[src/sv/sbcd_pkg.sv]
`timescale 1ns / 1ps

package sbcd_pkg;

  localparam int VALUE_W = 16;
  localparam int MAG_W   = 14;
  localparam int NDIG    = 4;
  localparam int BCD_W   = 4 * NDIG;
  localparam int CODE_W  = 4;
  localparam int POS_W   = 3;
  // each double-dabble stage shifts in half of the magnitude bits
  localparam int STEPS   = MAG_W / 2;

  localparam logic [VALUE_W-2:0]        MAX_POS = 15'd9999;
  localparam logic signed [VALUE_W-1:0] MIN_NEG = -16'sd999;
  localparam logic [CODE_W-1:0]         CODE_RESET = 4'hF;

  // register index decoded from paddr[2]
  localparam logic REG_BLANK = 1'b0;
  localparam logic REG_SIGN  = 1'b1;

  typedef struct packed {
    logic             ok;   // value lies in the displayable range
    logic             neg;  // negative, sign code goes on top
    logic [MAG_W-1:0] mag;  // magnitude bits not yet shifted into bcd
    logic [BCD_W-1:0] bcd;  // packed BCD, ones in the low nibble
  } sbcd_work_t;

  function automatic logic [BCD_W-1:0] dabble_step(input logic [BCD_W-1:0] bcd,
                                                   input logic            b);
    logic [BCD_W-1:0] adj;
    adj = bcd;
    for (int d = 0; d < NDIG; d++) begin
      if (adj[4*d +: 4] >= 4'd5) begin
        adj[4*d +: 4] = adj[4*d +: 4] + 4'd3;
      end
    end
    return {adj[BCD_W-2:0], b};
  endfunction

endpackage

[src/sv/sbcd_front.sv]
`timescale 1ns / 1ps

module sbcd_front (
  input  logic                                clk,
  input  logic                                rst,
  input  logic                                in_valid,
  output logic                                in_ready,
  input  logic signed [sbcd_pkg::VALUE_W-1:0] value,
  output logic                                out_valid,
  input  logic                                out_ready,
  output sbcd_pkg::sbcd_work_t                out_work
);
  import sbcd_pkg::*;

  logic       pos_ok;
  logic       neg_ok;
  sbcd_work_t work_next;

  assign in_ready = !out_valid || out_ready;

  always_comb begin
    pos_ok = !value[VALUE_W-1] && (value[VALUE_W-2:0] <= MAX_POS);
    neg_ok = value[VALUE_W-1] && (value >= MIN_NEG);
    work_next.ok  = pos_ok || neg_ok;
    work_next.neg = neg_ok;
    work_next.mag = neg_ok ? MAG_W'(-value) : value[MAG_W-1:0];
    work_next.bcd = '0;
  end

  always_ff @(posedge clk) begin
    if (rst) begin
      out_valid <= 1'b0;
    end else if (in_ready) begin
      out_valid <= in_valid;
    end
  end

  always_ff @(posedge clk) begin
    if (in_valid && in_ready) begin
      out_work <= work_next;
    end
  end

endmodule

[src/sv/sbcd_dabble.sv]
`timescale 1ns / 1ps

module sbcd_dabble (
  input  logic                 clk,
  input  logic                 rst,
  input  logic                 in_valid,
  output logic                 in_ready,
  input  sbcd_pkg::sbcd_work_t in_work,
  output logic                 out_valid,
  input  logic                 out_ready,
  output sbcd_pkg::sbcd_work_t out_work
);
  import sbcd_pkg::*;

  sbcd_work_t work_next;

  assign in_ready = !out_valid || out_ready;

  // shift the top STEPS magnitude bits into the BCD accumulator
  always_comb begin
    work_next = in_work;
    for (int i = 0; i < STEPS; i++) begin
      work_next.bcd = dabble_step(work_next.bcd, work_next.mag[MAG_W-1]);
      work_next.mag = {work_next.mag[MAG_W-2:0], 1'b0};
    end
  end

  always_ff @(posedge clk) begin
    if (rst) begin
      out_valid <= 1'b0;
    end else if (in_ready) begin
      out_valid <= in_valid;
    end
  end

  always_ff @(posedge clk) begin
    if (in_valid && in_ready) begin
      out_work <= work_next;
    end
  end

endmodule

[src/sv/sbcd_serial.sv]
`timescale 1ns / 1ps

module sbcd_serial (
  input  logic                         clk,
  input  logic                         rst,
  input  logic                         in_valid,
  output logic                         in_ready,
  input  sbcd_pkg::sbcd_work_t         in_work,
  input  logic [sbcd_pkg::CODE_W-1:0]  blank_code,
  input  logic [sbcd_pkg::CODE_W-1:0]  sign_code,
  output logic                         out_valid,
  input  logic                         out_ready,
  output logic [sbcd_pkg::POS_W-1:0]   out_position,
  output logic [sbcd_pkg::CODE_W-1:0]  out_code,
  output logic                         out_last
);
  import sbcd_pkg::*;

  logic [CODE_W-1:0] digit [NDIG];
  logic [CODE_W-1:0] codes_next [NDIG];
  logic [CODE_W-1:0] codes [NDIG];   // indexed by position - 1
  logic [2:0]        ndig;
  logic [1:0]        cnt;
  logic              last_beat;

  assign last_beat    = (cnt == 2'd3);
  assign out_position = {1'b0, cnt} + 3'd1;
  assign out_code     = codes[cnt];
  assign out_last     = last_beat;
  // load the next item in the same cycle the final write of this one transfers
  assign in_ready     = !out_valid || (out_ready && last_beat);

  always_comb begin
    for (int d = 0; d < NDIG; d++) begin
      digit[d] = in_work.bcd[4*d +: 4];
    end
    if (digit[3] != 4'd0) begin
      ndig = 3'd4;
    end else if (digit[2] != 4'd0) begin
      ndig = 3'd3;
    end else if (digit[1] != 4'd0) begin
      ndig = 3'd2;
    end else begin
      ndig = 3'd1;
    end
  end

  // left-aligned: position 4 takes the sign or the leading digit
  always_comb begin
    logic [2:0] idx;
    logic [2:0] off;
    idx = '0;
    off = '0;
    for (int p = 0; p < NDIG; p++) begin
      idx = 3'(NDIG - 1 - p);
      off = in_work.neg ? (idx - 3'd1) : idx;
      if (!in_work.ok) begin
        codes_next[p] = blank_code;
      end else if (in_work.neg && (idx == 3'd0)) begin
        codes_next[p] = sign_code;
      end else if (off < ndig) begin
        codes_next[p] = digit[2'(ndig - 3'd1 - off)];
      end else begin
        codes_next[p] = blank_code;
      end
    end
  end

  always_ff @(posedge clk) begin
    if (rst) begin
      out_valid <= 1'b0;
      cnt       <= 2'd0;
    end else if (in_ready) begin
      out_valid <= in_valid;
      cnt       <= 2'd0;
    end else if (out_ready) begin
      cnt <= cnt + 2'd1;
    end
  end

  always_ff @(posedge clk) begin
    if (in_valid && in_ready) begin
      codes <= codes_next;
    end
  end

endmodule

[src/sv/signed_bcd_digit_formatter.sv]
`timescale 1ns / 1ps
// Signed four-digit display formatter.
// Slave stream s_*: one signed 16-bit value per transfer in s_tdata.
// Master stream m_*: four digit-register writes per value, positions 1 to 4
// in order; m_tlast marks the write to position 4. Each write carries the
// position and a code (BCD digit, blank code or sign code).
// APB port: register 0 (addr 0x0) blank code, register 1 (addr 0x4) sign
// code, both 4 bits, reset to 0xF. Write them only while the block is idle.
// Path: the range check, the two double-dabble stages and the output
// register are each registered, in that order. The output register gives
// one write per cycle while m_tready is high and takes a new value only
// with the last write of the one before; the pipeline itself takes a value
// every cycle unless stalled and buffers up to three values behind the one
// being written out.
// Reset (rst, synchronous) empties the pipeline and restores both codes.
// When m_tready is low the current write holds; once the three stages
// behind it are full, s_tready drops.
module signed_bcd_digit_formatter (
  input  logic        clk,
  input  logic        rst,
  input  logic        s_tvalid,
  output logic        s_tready,
  input  logic [15:0] s_tdata,   // [15:0] value
  output logic        m_tvalid,
  input  logic        m_tready,
  output logic [7:0]  m_tdata,   // [2:0] digit_position, [6:3] digit_code, [7] zero
  output logic        m_tlast,   // last_write
  input  logic        psel,
  input  logic        penable,
  input  logic        pwrite,
  input  logic [2:0]  paddr,
  input  logic [31:0] pwdata,
  output logic [31:0] prdata,
  output logic        pready
);
  import sbcd_pkg::*;

  logic [CODE_W-1:0] blank_code;
  logic [CODE_W-1:0] sign_code;
  logic              reg_sel;
  logic              cfg_write;

  logic       a_valid, a_ready, b_valid, b_ready, c_valid, c_ready;
  sbcd_work_t a_work, b_work, c_work;
  logic [POS_W-1:0]  position;
  logic [CODE_W-1:0] code;

  assign pready    = 1'b1;
  assign reg_sel   = paddr[2];
  assign cfg_write = psel && penable && pwrite && pready;

  always_ff @(posedge clk) begin
    if (rst) begin
      blank_code <= CODE_RESET;
      sign_code  <= CODE_RESET;
    end else if (cfg_write) begin
      case (reg_sel)
        REG_BLANK: blank_code <= pwdata[CODE_W-1:0];
        REG_SIGN:  sign_code  <= pwdata[CODE_W-1:0];
        default: ;
      endcase
    end
  end

  always_comb begin
    case (reg_sel)
      REG_BLANK: prdata = {28'd0, blank_code};
      REG_SIGN:  prdata = {28'd0, sign_code};
      default:   prdata = '0;
    endcase
  end

  sbcd_front u_front (
    .clk       (clk),
    .rst       (rst),
    .in_valid  (s_tvalid),
    .in_ready  (s_tready),
    .value     ($signed(s_tdata)),
    .out_valid (a_valid),
    .out_ready (a_ready),
    .out_work  (a_work)
  );

  sbcd_dabble u_dabble_hi (
    .clk       (clk),
    .rst       (rst),
    .in_valid  (a_valid),
    .in_ready  (a_ready),
    .in_work   (a_work),
    .out_valid (b_valid),
    .out_ready (b_ready),
    .out_work  (b_work)
  );

  sbcd_dabble u_dabble_lo (
    .clk       (clk),
    .rst       (rst),
    .in_valid  (b_valid),
    .in_ready  (b_ready),
    .in_work   (b_work),
    .out_valid (c_valid),
    .out_ready (c_ready),
    .out_work  (c_work)
  );

  sbcd_serial u_serial (
    .clk          (clk),
    .rst          (rst),
    .in_valid     (c_valid),
    .in_ready     (c_ready),
    .in_work      (c_work),
    .blank_code   (blank_code),
    .sign_code    (sign_code),
    .out_valid    (m_tvalid),
    .out_ready    (m_tready),
    .out_position (position),
    .out_code     (code),
    .out_last     (m_tlast)
  );

  assign m_tdata = {1'b0, code, position};

endmodule

[config.mk]
export PLATFORM = sky130hd
export DESIGN_NAME = signed_bcd_digit_formatter
export DESIGN_NICKNAME = d
export VERILOG_FILES = /design/src/sv/sbcd_pkg.sv /design/src/sv/sbcd_front.sv /design/src/sv/sbcd_dabble.sv /design/src/sv/sbcd_serial.sv /design/src/sv/signed_bcd_digit_formatter.sv
export SDC_FILE = /design/constraint.sdc
export NUM_CORES = 1
export LEC_CHECK = 0
export ABC_AREA = 1
export BUFFER_PORTS_ARGS = -buffer_cell sky130_fd_sc_hd__clkbuf_2
export CAP_MARGIN = 25
export CORE_UTILIZATION = 27
export DETAILED_ROUTE_END_ITERATION = 16
export GPL_ROUTABILITY_DRIVEN = 0
export GPL_TIMING_DRIVEN = 0
export HOLD_SLACK_MARGIN = 0.1
export PLACE_DENSITY = 0.52
export SKIP_CTS_REPAIR_TIMING = 1
export SYNTH_ARGS = -nofsm -noshare
export SYNTH_HDL_FRONTEND = slang
export SYNTH_HIERARCHICAL = 1
export SYNTH_SLANG_ARGS = --single-unit
[constraint.sdc]
create_clock -name clk -period 8.4 [get_ports clk]
set_input_delay 0.84 -clock clk [delete_from_list [all_inputs] [get_ports clk]]
set_output_delay 0.84 -clock clk [all_outputs]
set_load 0.03 [all_outputs]
==> summary.md, run 1 <==
| Metric | Value |
|---|---|
| Status | finished, final reports clean |
| Antenna Nets Post-Route | 0 |
| Cells after synthesis | 1,525 |
| Worst EP arrival | 5860 ps |
| Slowest stage delay, CP | roughly 400 ps |
| Commonest non-fill, non-tap cell in the layout | nand2_1 |
| Port bufs | 40 |
| Hold path depth | 0 |
| Netlist Area Pre-Place | just over 10,000 µm² |
| Longest Clk Path Bufs | 2 |
| Setup_tns | 0 ps |
| IO Pins | 102 |
| HP Class | reg -> reg |
| RSZ-0062 raised after global routing | no |
| GRT Total Usage | 0.1025 |
| Clock Skews | between 6 and 7 ps |
| First-pass GRT wire length | 34,140 µm |
| P&R area growth vs syn | 12.72% |
| Minimum clock period | 5747 ps |
| Number of global-route vias before repair | 8,330 |
| Crit. Startpoint | u_dabble_hi/out_work[8] |
| Setup violators final | 0 |
| Commonest non-fill, non-tap cells in the layout | nand2_1 (473), inv_1 (199), nand3_1 (170) |
| Overflow after GRT | 0 |
| Initial antenna violation count | 0 |
| Die ar. | about 40,000 µm² |
| FF-to-FF Start | u_dabble_hi/out_work[8] |
| Drt initial violations | about 290 |
| Startpoint types | flip-flop |
| Maxcap violations | 0 |
| Hold EP | u_dabble_hi/out_work[23] |
| Hold_sp | u_front/out_work[16] |
| Fraction of layout cells with a size suffix above 1 | 0.2271 |
| CP max stage cell | edfxtp_1 |
| Pins Over Slew Limit | 0 |
| Crit end category | flip-flop |
| Critical path's most frequent cell | nand2_1 |
| Placeable Area | 37,760 µm² |
| Fin crit share | 0.6842 |
| Vias/cell | approximately 4.2 |
| Via count | roughly 9.0k |
| Final Hold Fails | 0 |
| Worst-case reg-to-reg path depth | 51 |
| TritonCTS Buffers | 9 |
| Die Y-Extent | a little under 200 µm |
| FF-to-FF End | u_dabble_lo/out_work[14] |
| Critical Path RT | 8520 ps |
| Antenna cells | 0 |
| First-pass DRT Iterations | 5 |
| Worst slew margin | 0.3809 |
| Final Non-Filler Cells | roughly 2.1k |
| Critical path class | reg -> reg |
| Largest net degree at the start of global routing | 26 |
| Mean Syn Cell Area | 6.798 µm² |
| Starting Density | 0.2746 |
| Clock Tree Root | clkbuf_16 |
| Routed len/inst | between 8 and 9 µm |
| CTS Sinks | 89 |
| Synth warnings | 6 |
| CTS tree | done |
| CP Max Fanout | 4 |
| DRC Markers | 0 |
| Worst-path clk slew | roughly 60 ps |
| Die X | 197.9 µm |
| Post-Place Cells | 2,120 |
| Achievable Freq | between 150 and 200 MHz |
| HPWL Detailed | 16,140 µm |
| Row count | 71 |
| Fin nets | 1,727 |
| Final wirelength | 18,980 µm |
| Slew at the pin with the worst max-slew slack | 928.6 ps |
| Clk_lat worst skew | roughly 360 ps |
| Worst reg2reg setup slack | roughly 2700 ps |
| H-tree levels | 3 |
through the flow:
step	hold WS, ps	util	setup slack (ps)	cell area, µm²
after floorplan	400.3	-	3286	10530
after global placement	402.3	0.3011	2869	11370
after detailed placement	404.5	0.3019	2686	11400
after CTS	418.8	0.3095	2667	11690
after global routing	427.9	0.3095	1907	11690
final	417.4	0.3095	2653	11690
worst max-delay path, delay by kind of cell (launching register included):
kind	cells	cell delay, ps
and+or+nand+nor	33	3240
adders and majority gates	7	1210
buffers and inverters	11	660
DFF	1	410
cell type report:
class / instances / area, µm²
fill: 4091 / 26070
multi-input combinational: 1180 / 6663
sequential: 89 / 2532
inverter: 245 / 925.9
tap: 511 / 639.4
buffer: 54 / 425.4
clock buffer: 10 / 229.0
timing repair buffer: 41 / 211.5
clock inverter: 6 / 58.81
state kept, by name, indices dropped and copies added (netlist names):
| register | flops |
|---|---|
| u_serial/out_valid | 1 |
| u_dabble_hi/out_valid | 1 |
| blank_code | 4 |
| u_serial/codes | 16 |
| sign_code | 4 |
| u_dabble_hi/out_work | 25 |
| u_dabble_lo/out_valid | 1 |
| u_dabble_lo/out_work | 18 |
| u_serial/cnt | 2 |
| u_front/out_valid | 1 |
| u_front/out_work | 16 |
worst max path at each step:
stage                                          end  slack [ps]  cells past startpoint
after floorplan           u_dabble_lo/out_work[13]        3290                     49
after global placement    u_dabble_lo/out_work[14]        2870                     51
after detailed placement  u_dabble_lo/out_work[14]        2690                     51
after CTS                 u_dabble_lo/out_work[14]        2670                     51
after global routing      u_dabble_lo/out_work[14]        1910                     51
final                     u_dabble_lo/out_work[14]        2650                     51
layer usage:
layer  global-route usage  up-vias  share of wire
met5                    0        -              0
met4              0.03216        0          0.017
met3              0.01976       22          0.026
met2               0.1830       83           0.46
met1               0.1230     3881           0.49
li1                     -     5009              -
Power of run 1 is not shown: default switching activity piles up to over one toggle a cycle in this logic, so the estimate is an artifact.
==> run 2: changes to the inputs <==
Settings changed: ABC_AREA 1 to 0, PLACE_DENSITY 0.52 to 0.51.
Clock period 8.4 ns to 5.3 ns, I/O delays scaled along.
==> run 2 against run 1 <==
  * The flow now finishes with violations (setup timing)
  * Count of clock-buffer cells in the layout did not move
  * Non-clock buffer count rose by 152
  * Clock skew rose by 5.9 ps
  * Register-to-register slack got worse by 3300 ps
  * Cell area rose by 43%
  * Global-route usage rose by 2.7 points
  * Maximum frequency fell by 3.7%
  * First-iteration DRC count rose to 3.3 times the previous value
  * Area after synthesis rose by 35%
  * Final cell count rose by 23%
  * Hold slack got worse by 34 ps
  * Critical endpoint is now u_dabble_lo/out_work[13]
==> summary.md, run 2 <==
| Metric | Value |
|---|---|
| Clk_lat worst skew | 370 ps (was 360 ps) |
| Die X | 229.7 µm (was 197.9 µm) |
| Antenna Nets Post-Route | 0 (unchanged) |
| Crit path buf inv count | 9 (was 11) |
| Fill cell total of the finished layout | 5,430 (was 4,091) |
| Clock Skews | 12.08 ps (was 6.205 ps) |
| Synth warnings | 6 (unchanged) |
| IO Pins | 102 (unchanged) |
| Pins Over Slew Limit | 0 (unchanged) |
| Cells after synthesis | 1,777 (was 1,525) |
| CTS Sinks | 89 (unchanged) |
| Slowest stage delay, CP | 410 ps (about the same) |
| Fraction of layout cells with a size suffix above 1 | 0.2726 (was 0.2271) |
| Worst EP arrival | 6080 ps (was 5860 ps) |
| Final Hold Fails | 0 (unchanged) |
| Startpoint types | flip-flop (unchanged) |
| P&R area growth vs syn | 19.45% (was 12.72%) |
| Routed len/inst | 13.91 µm (was 8.888 µm) |
| HPWL Detailed | 27,320 µm (was 16,140 µm) |
| Netlist Area Pre-Place | 14,000 µm² (was 10,370 µm²) |
| Drt initial violations | 947 (was 285) |
| Critical Path RT | 5410 ps (was 8520 ps) |
| Final wirelength | 36,510 µm (was 18,980 µm) |
| Post-Place Cells | 2,542 (was 2,120) |
| Overflow after GRT | 0 (unchanged) |
| GRT Total Usage | 0.1299 (was 0.1025) |
| Commonest non-fill, non-tap cell in the layout | nor2_1 (was nand2_1) |
| DRC Markers | 0 (unchanged) |
| First-pass DRT Iterations | 5 (unchanged) |
| Row count | 83 (was 71) |
| Antenna cells | 0 (unchanged) |
| Area post-placement | 15,390 µm² (was 11,400 µm²) |
| Clock Tree Root | clkbuf_16 (unchanged) |
| Achievable Freq | 167.6 MHz (was 174.0 MHz) |
| Vias/cell | 5.297 (was 4.211) |
| Fin crit share | 1.126 (was 0.6842) |
| CTS tree | done (unchanged) |
| Number of global-route vias before repair | 12.40k (was 8,330) |
| Max FFs per register | 25 (unchanged) |
| HP Class | in -> reg (was reg -> reg) |
| First-pass GRT wire length | 59,360 µm (was 34,140 µm) |
| Die ar. | 52,760 µm² (was 39,180 µm²) |
| RSZ-0062 raised after global routing | yes (was no) |
| Maxcap violations | 0 (unchanged) |
| Largest Register | u_dabble_hi/out_work (unchanged) |
| Worst slew margin | 0.3616 (was 0.3809) |
| Status | complete, but fails checks (was finished, final reports clean) |
| CP Max Fanout | 7 (was 4) |
| Port bufs | 41 (was 40) |
| Minimum clock period | 5967 ps (was 5747 ps) |
| CP max stage cell | edfxtp_1 (unchanged) |
| H-tree levels | 3 (unchanged) |
| CP top delay family | compound AO/OA/AOI/OAI gates (was simple AND/OR/NAND/NOR gates) |
| Final Non-Filler Cells | 2,624 (was 2,136) |
| Longest Clk Path Bufs | 2 (unchanged) |
| Fin util | 0.3259 (was 0.3095) |
| Violated checks | setup timing |
| Setup violators final | 7 (was 0) |
| Fin nets | 2,046 (was 1,727) |
| Final Instance Area | 16,720 µm² (was 11,690 µm²) |
| Initial antenna violation count | 0 (unchanged) |
| Largest registers | u_dabble_hi/out_work (25), u_dabble_lo/out_work (18) (unchanged) |
| Critical path class | reg -> reg (unchanged) |
| Setup WS post-layout | -667.3 ps (was 2653 ps) |
| Commonest non-fill, non-tap cells in the layout | nor2_1 (148), nand2_1 (133), buf_4 (122) (was nand2_1 (473), inv_1 (199), nand3_1 (170)) |
| Slew at the pin with the worst max-slew slack | 957.6 ps (was 928.6 ps) |
| Setup_tns | -2504 ps (was 0 ps) |
| Die Y-Extent | 229.7 µm (was 197.9 µm) |
| Via count | 13.90k (was 8,995) |
| Largest net degree at the start of global routing | 20 (was 26) |
| TritonCTS Buffers | 9 (unchanged) |
| Crit end category | flip-flop (unchanged) |
| Starting Density | 0.2728 (was 0.2746) |
| Mean Syn Cell Area | 7.877 µm² (was 6.798 µm²) |
| Worst-path clk slew | 70 ps (was 60 ps) |
| Placeable Area | 51,300 µm² (was 37,760 µm²) |
## run 2: worst reg2reg max path: cells and delay by family (launching register included)
family / cells / cell delay (ps)
flip-flops: 1 / 410
AND/OR/NAND/NOR: 10 / 1210
buffers and inverters: 9 / 840
multiplexers: 1 / 280
adder cells (fa/ha/maj): 6 / 990
XOR/XNOR: 1 / 150
AO/OA/AOI/OAI: 9 / 1810
## run 2: metrics by stage
step	hold slack, ps	worst slack (ps)
floorplan	400.3	-424.4
global placement	401.9	-1047
detailed placement	407.1	-1092
CTS	361.8	-1126
global route	376.0	-965.0
finish	383.7	-667.3
## run 2: final timing paths
| kind | start | endpoint | slack [ps] | depth (start not counted) |
|---|---|---|---|---|
| setup / recovery | u_dabble_hi/out_work[8] | u_dabble_lo/out_work[13] | -670 | 36 |
| hold / removal | s_tvalid | u_front/out_valid | 380 | 3 |
| setup reg to reg | u_dabble_hi/out_work[8] | u_dabble_lo/out_work[13] | -670 | 36 |
| hold reg to reg | u_front/out_work[21] | u_dabble_hi/out_work[28] | 420 | 0 |
## run 2: area by class of cell
type,instances,area (µm²),share of cell area
inverter,106,420.4,0.02514
buffer,139,894.6,0.05351
clock inverter,6,52.55,0.003143
clock buffer,10,250.2,0.01497
multi-input combinational,1486,10980,0.6567
tap,680,850.8,0.05089
timing repair buffer,108,739.5,0.04423
sequential,89,2532,0.1515
## run 2: layer usage
layer  vias to the layer above  share of wire  global-route usage
met3                        27          0.038             0.01984
met2                       309           0.47              0.2137
met4                         0         0.0091             0.03438
met1                      6550           0.48              0.1757
met5                         -              0                   0
li1                       7013              -                   -
Power of run 2 is left out for the same reason.
==> run 3: changes to the inputs <==
Settings changed: CORE_MARGIN from default to 2, GPL_TIMING_DRIVEN 0 to default, PLACE_DENSITY 0.51 to 0.53, SYNTH_HIERARCHICAL 1 to default.
==> run 3 against run 2 <==
  * The flow now finishes without violations
  * Sequential share of layout area grew 11 points
  * Via count is 58% lower
  * Non-clock buffer count down 145
  * Setup slack improved by 800 ps
  * Count of clock-buffer cells in the layout rose by 1
  * Highest routed layer unchanged
  * Area after synthesis decreased by 48%
  * Register-to-register slack improved by 800 ps
  * Utilization grew 0.18 points
  * Routed wire length fell by 59%
  * Critical path depth down 9
==> summary.md, run 3 <==
| Metric | Value |
|---|---|
| Status | finished, final reports clean (was complete, but fails checks) |
| Most common cell in the netlist | edfxtp_1 |
| Setup violators final | 0 (was 7) |
| First-pass DRT Iterations | 4 (was 5) |
| Worst-path clk slew | 70 ps (about the same) |
| Met3 usage in global routing | 0.02304 (was 0.01984) |
| Cells after synthesis | 775 (was 1,777) |
| Worst slew margin | 0.3661 (was 0.3616) |
| Post-synth top flop | edfxtp_1 |
| CP Max Fanout | 4 (was 7) |
| IO Pins | 102 (unchanged) |
| Die Y-Extent | 168.0 µm (was 229.7 µm) |
| Initial antenna violation count | 0 (unchanged) |
| Top post-synthesis cells by area | edfxtp_1 (28%), ha_1 (6.7%), dfxtp_1 (3.9%), mux4_2 (3.7%), buf_4 (3.4%) |
| Overflow after GRT | 0 (unchanged) |
| Row count | 60 (was 83) |
| Commonest non-fill, non-tap cell in the layout | edfxtp_1 (was nor2_1) |
| Setup_tns | 0 ps (was -2504 ps) |
| Die ar. | 28,210 µm² (was 52,760 µm²) |
| Cell type with the highest aggregate area in the netlist | edfxtp_1 |
| Startpoint types | flip-flop (unchanged) |
| Die X | 168.0 µm (was 229.7 µm) |
| Fin nets | 958 (was 2,046) |
| GRT Total Usage | 0.1050 (was 0.1299) |
| Largest net degree at the start of global routing | 19 (was 20) |
| Maxcap violations | 0 (unchanged) |
| Final Non-Filler Cells | 1,207 (was 2,624) |
| Minimum clock period | 5166 ps (was 5967 ps) |
| Met1 Use GR | 0.1333 (was 0.1757) |
| CTS Sinks | 82 (was 89) |
| Post-synthesis sequential area ratio | 0.3199 |
| CTS tree | done (unchanged) |
| Netlist cell types | between 90 and 100 |
| Vias/cell | 4.800 (was 5.297) |
| Post-Place Cells | 1,175 (was 2,542) |
| Longest Clk Path Bufs | 2 (unchanged) |
| Netlist Area Pre-Place | 7258 µm² (was 14,000 µm²) |
| Starting Density | 0.2723 (was 0.2728) |
| TritonCTS Buffers | 9 (unchanged) |
| Worst EP arrival | 5260 ps (was 6080 ps) |
| Drt initial violations | 246 (was 947) |
| Critical path class | reg -> reg (unchanged) |
| Largest registers | u_dabble_hi.out_work (18), u_dabble_lo.out_work (18) (was u_dabble_hi/out_work (25), u_dabble_lo/out_work (18)) |
| Critical Path RT | 5400 ps (was 5410 ps) |
| Clock Skews | 12.08 ps (about the same) |
| Synth top cells by count | edfxtp_1 (68), nor2_1 (58), nand2_1 (52) |
| Final wirelength | 14,860 µm (was 36,510 µm) |
| Final Hold Fails | 0 (unchanged) |
| DRC Markers | 0 (unchanged) |
| Fin crit share | 0.9747 (was 1.126) |
| Grt peak-use layer | met2 (unchanged) |
| Placeable Area | 26,650 µm² (was 51,300 µm²) |
| Fraction of layout cells with a size suffix above 1 | 0.2771 (was 0.2726) |
| Pins Over Slew Limit | 0 (unchanged) |
| Port bufs | 41 (unchanged) |
| Number of global-route vias before repair | 5,220 (was 12.40k) |
| Met2 GRT Util | 0.1807 (was 0.2137) |
| HPWL Detailed | 11,570 µm (was 27,320 µm) |
| CP max stage cell | edfxtp_1 (unchanged) |
| H-tree levels | 3 (unchanged) |
| RSZ-0062 raised after global routing | yes (unchanged) |
| Antenna Nets Post-Route | 0 (unchanged) |
| Async SR Flop Fraction | 0 |
| Mean Syn Cell Area | 9.365 µm² (was 7.877 µm²) |
| Post-synth EDFFs | between 60 and 70 |
| Slew at the pin with the worst max-slew slack | 942.8 ps (was 957.6 ps) |
| Synth warnings | 0 (was 6) |
| Achievable Freq | 193.6 MHz (was 167.6 MHz) |
| Commonest non-fill, non-tap cells in the layout | edfxtp_1 (68), buf_4 (60), nor2_1 (57) (was nor2_1 (148), nand2_1 (133), buf_4 (122)) |
| Slowest stage delay, CP | 370 ps (was 410 ps) |
| HP Class | in -> reg (unchanged) |
| Critical path's most frequent cell | a21o_1 |
| Via count | 5,794 (was 13.90k) |
| Yosys top cell area share | 0.2813 |
| First-pass GRT wire length | 24,760 µm (was 59,360 µm) |
| P&R area growth vs syn | 20.32% (was 19.45%) |
| Clock Tree Root | clkbuf_16 (unchanged) |
| Synthesized flop and latch total | 82 |
| Crit path buf inv count | 5 (was 9) |
| CP top delay family | compound AO/OA/AOI/OAI gates (unchanged) |
| Clk_lat worst skew | 350 ps (was 370 ps) |
| Antenna cells | 0 (unchanged) |
| Routed len/inst | 12.31 µm (was 13.91 µm) |
| Crit end category | flip-flop (unchanged) |
==> run 3: changes by cell type in the layout (fill, tap and decap cells not counted), sizes merged, moves of 24 or more <==
cell / delta
o22ai: -26
a31oi: -25
inv: -48
nand2b: -24
buf: -106
nor2: -103
a21oi: -51
nand3: -43
nand2: -91
clkbuf: -38
o211ai: -24
o21ai: -89
nor3: -43
==> run 3: routing by layer <==
| metal | up-vias | wire length (µm) | part of all wire |
|---|---|---|---|
| met5 | - | 0 | 0 |
| met4 | 0 | 169 | 0.011 |
| met3 | 12 | 569 | 0.038 |
| met2 | 84 | 7170 | 0.48 |
| met1 | 2693 | 6953 | 0.47 |
| li1 | 3005 | - | - |
==> run 3: worst paths after layout <==
check	cells after the start	from	to	slack, ps
setup / recovery	27	u_dabble_hi.out_work[0]	u_dabble_lo.out_work[5]	130
hold / removal	2	pwdata[3]	blank_code[3]	400
setup reg to reg	27	u_dabble_hi.out_work[0]	u_dabble_lo.out_work[5]	130
hold reg to reg	0	u_front.out_work[23]	u_dabble_hi.out_work[0]	410
==> run 3: per-stage QoR <==
stage | instance area [µm²] | util | hold WS (ps) | setup WS (ps)
after global routing | 8733 | 0.3277 | 383.8 | -81.02
after global placement | 8064 | 0.3026 | 400.7 | 30.73
final | 8733 | 0.3277 | 401.1 | 133.9
after detailed placement | 8064 | 0.3026 | 405.4 | -41.29
after floorplan | 7440 | - | 400.3 | 10.31
after CTS | 8386 | 0.3146 | 392.4 | -62.97
==> run 3: cell families after synthesis <==
logic type               count (synthesis)  synth area share
other                                    2          0.001035
XOR/XNOR                                33           0.04396
adder cells (fa/ha/maj)                 40           0.06861
AND/OR/NAND/NOR                        224            0.1546
buffers and inverters                  111           0.07723
AO/OA/AOI/OAI                          225            0.2258
multiplexers                            58            0.1088
flip-flops                              82            0.3199
==> run 3: area by class of cell <==
cell class	count	area [µm²]
inverters	56	215.2
clock inverters	5	46.29
fillers	2717	17920
flip-flops and latches	82	2322
repair buffers	102	666.9
multi-input cells	610	4781
well taps	341	426.7
clock buffers	11	275.3
Power of run 3 is left out for the same reason.
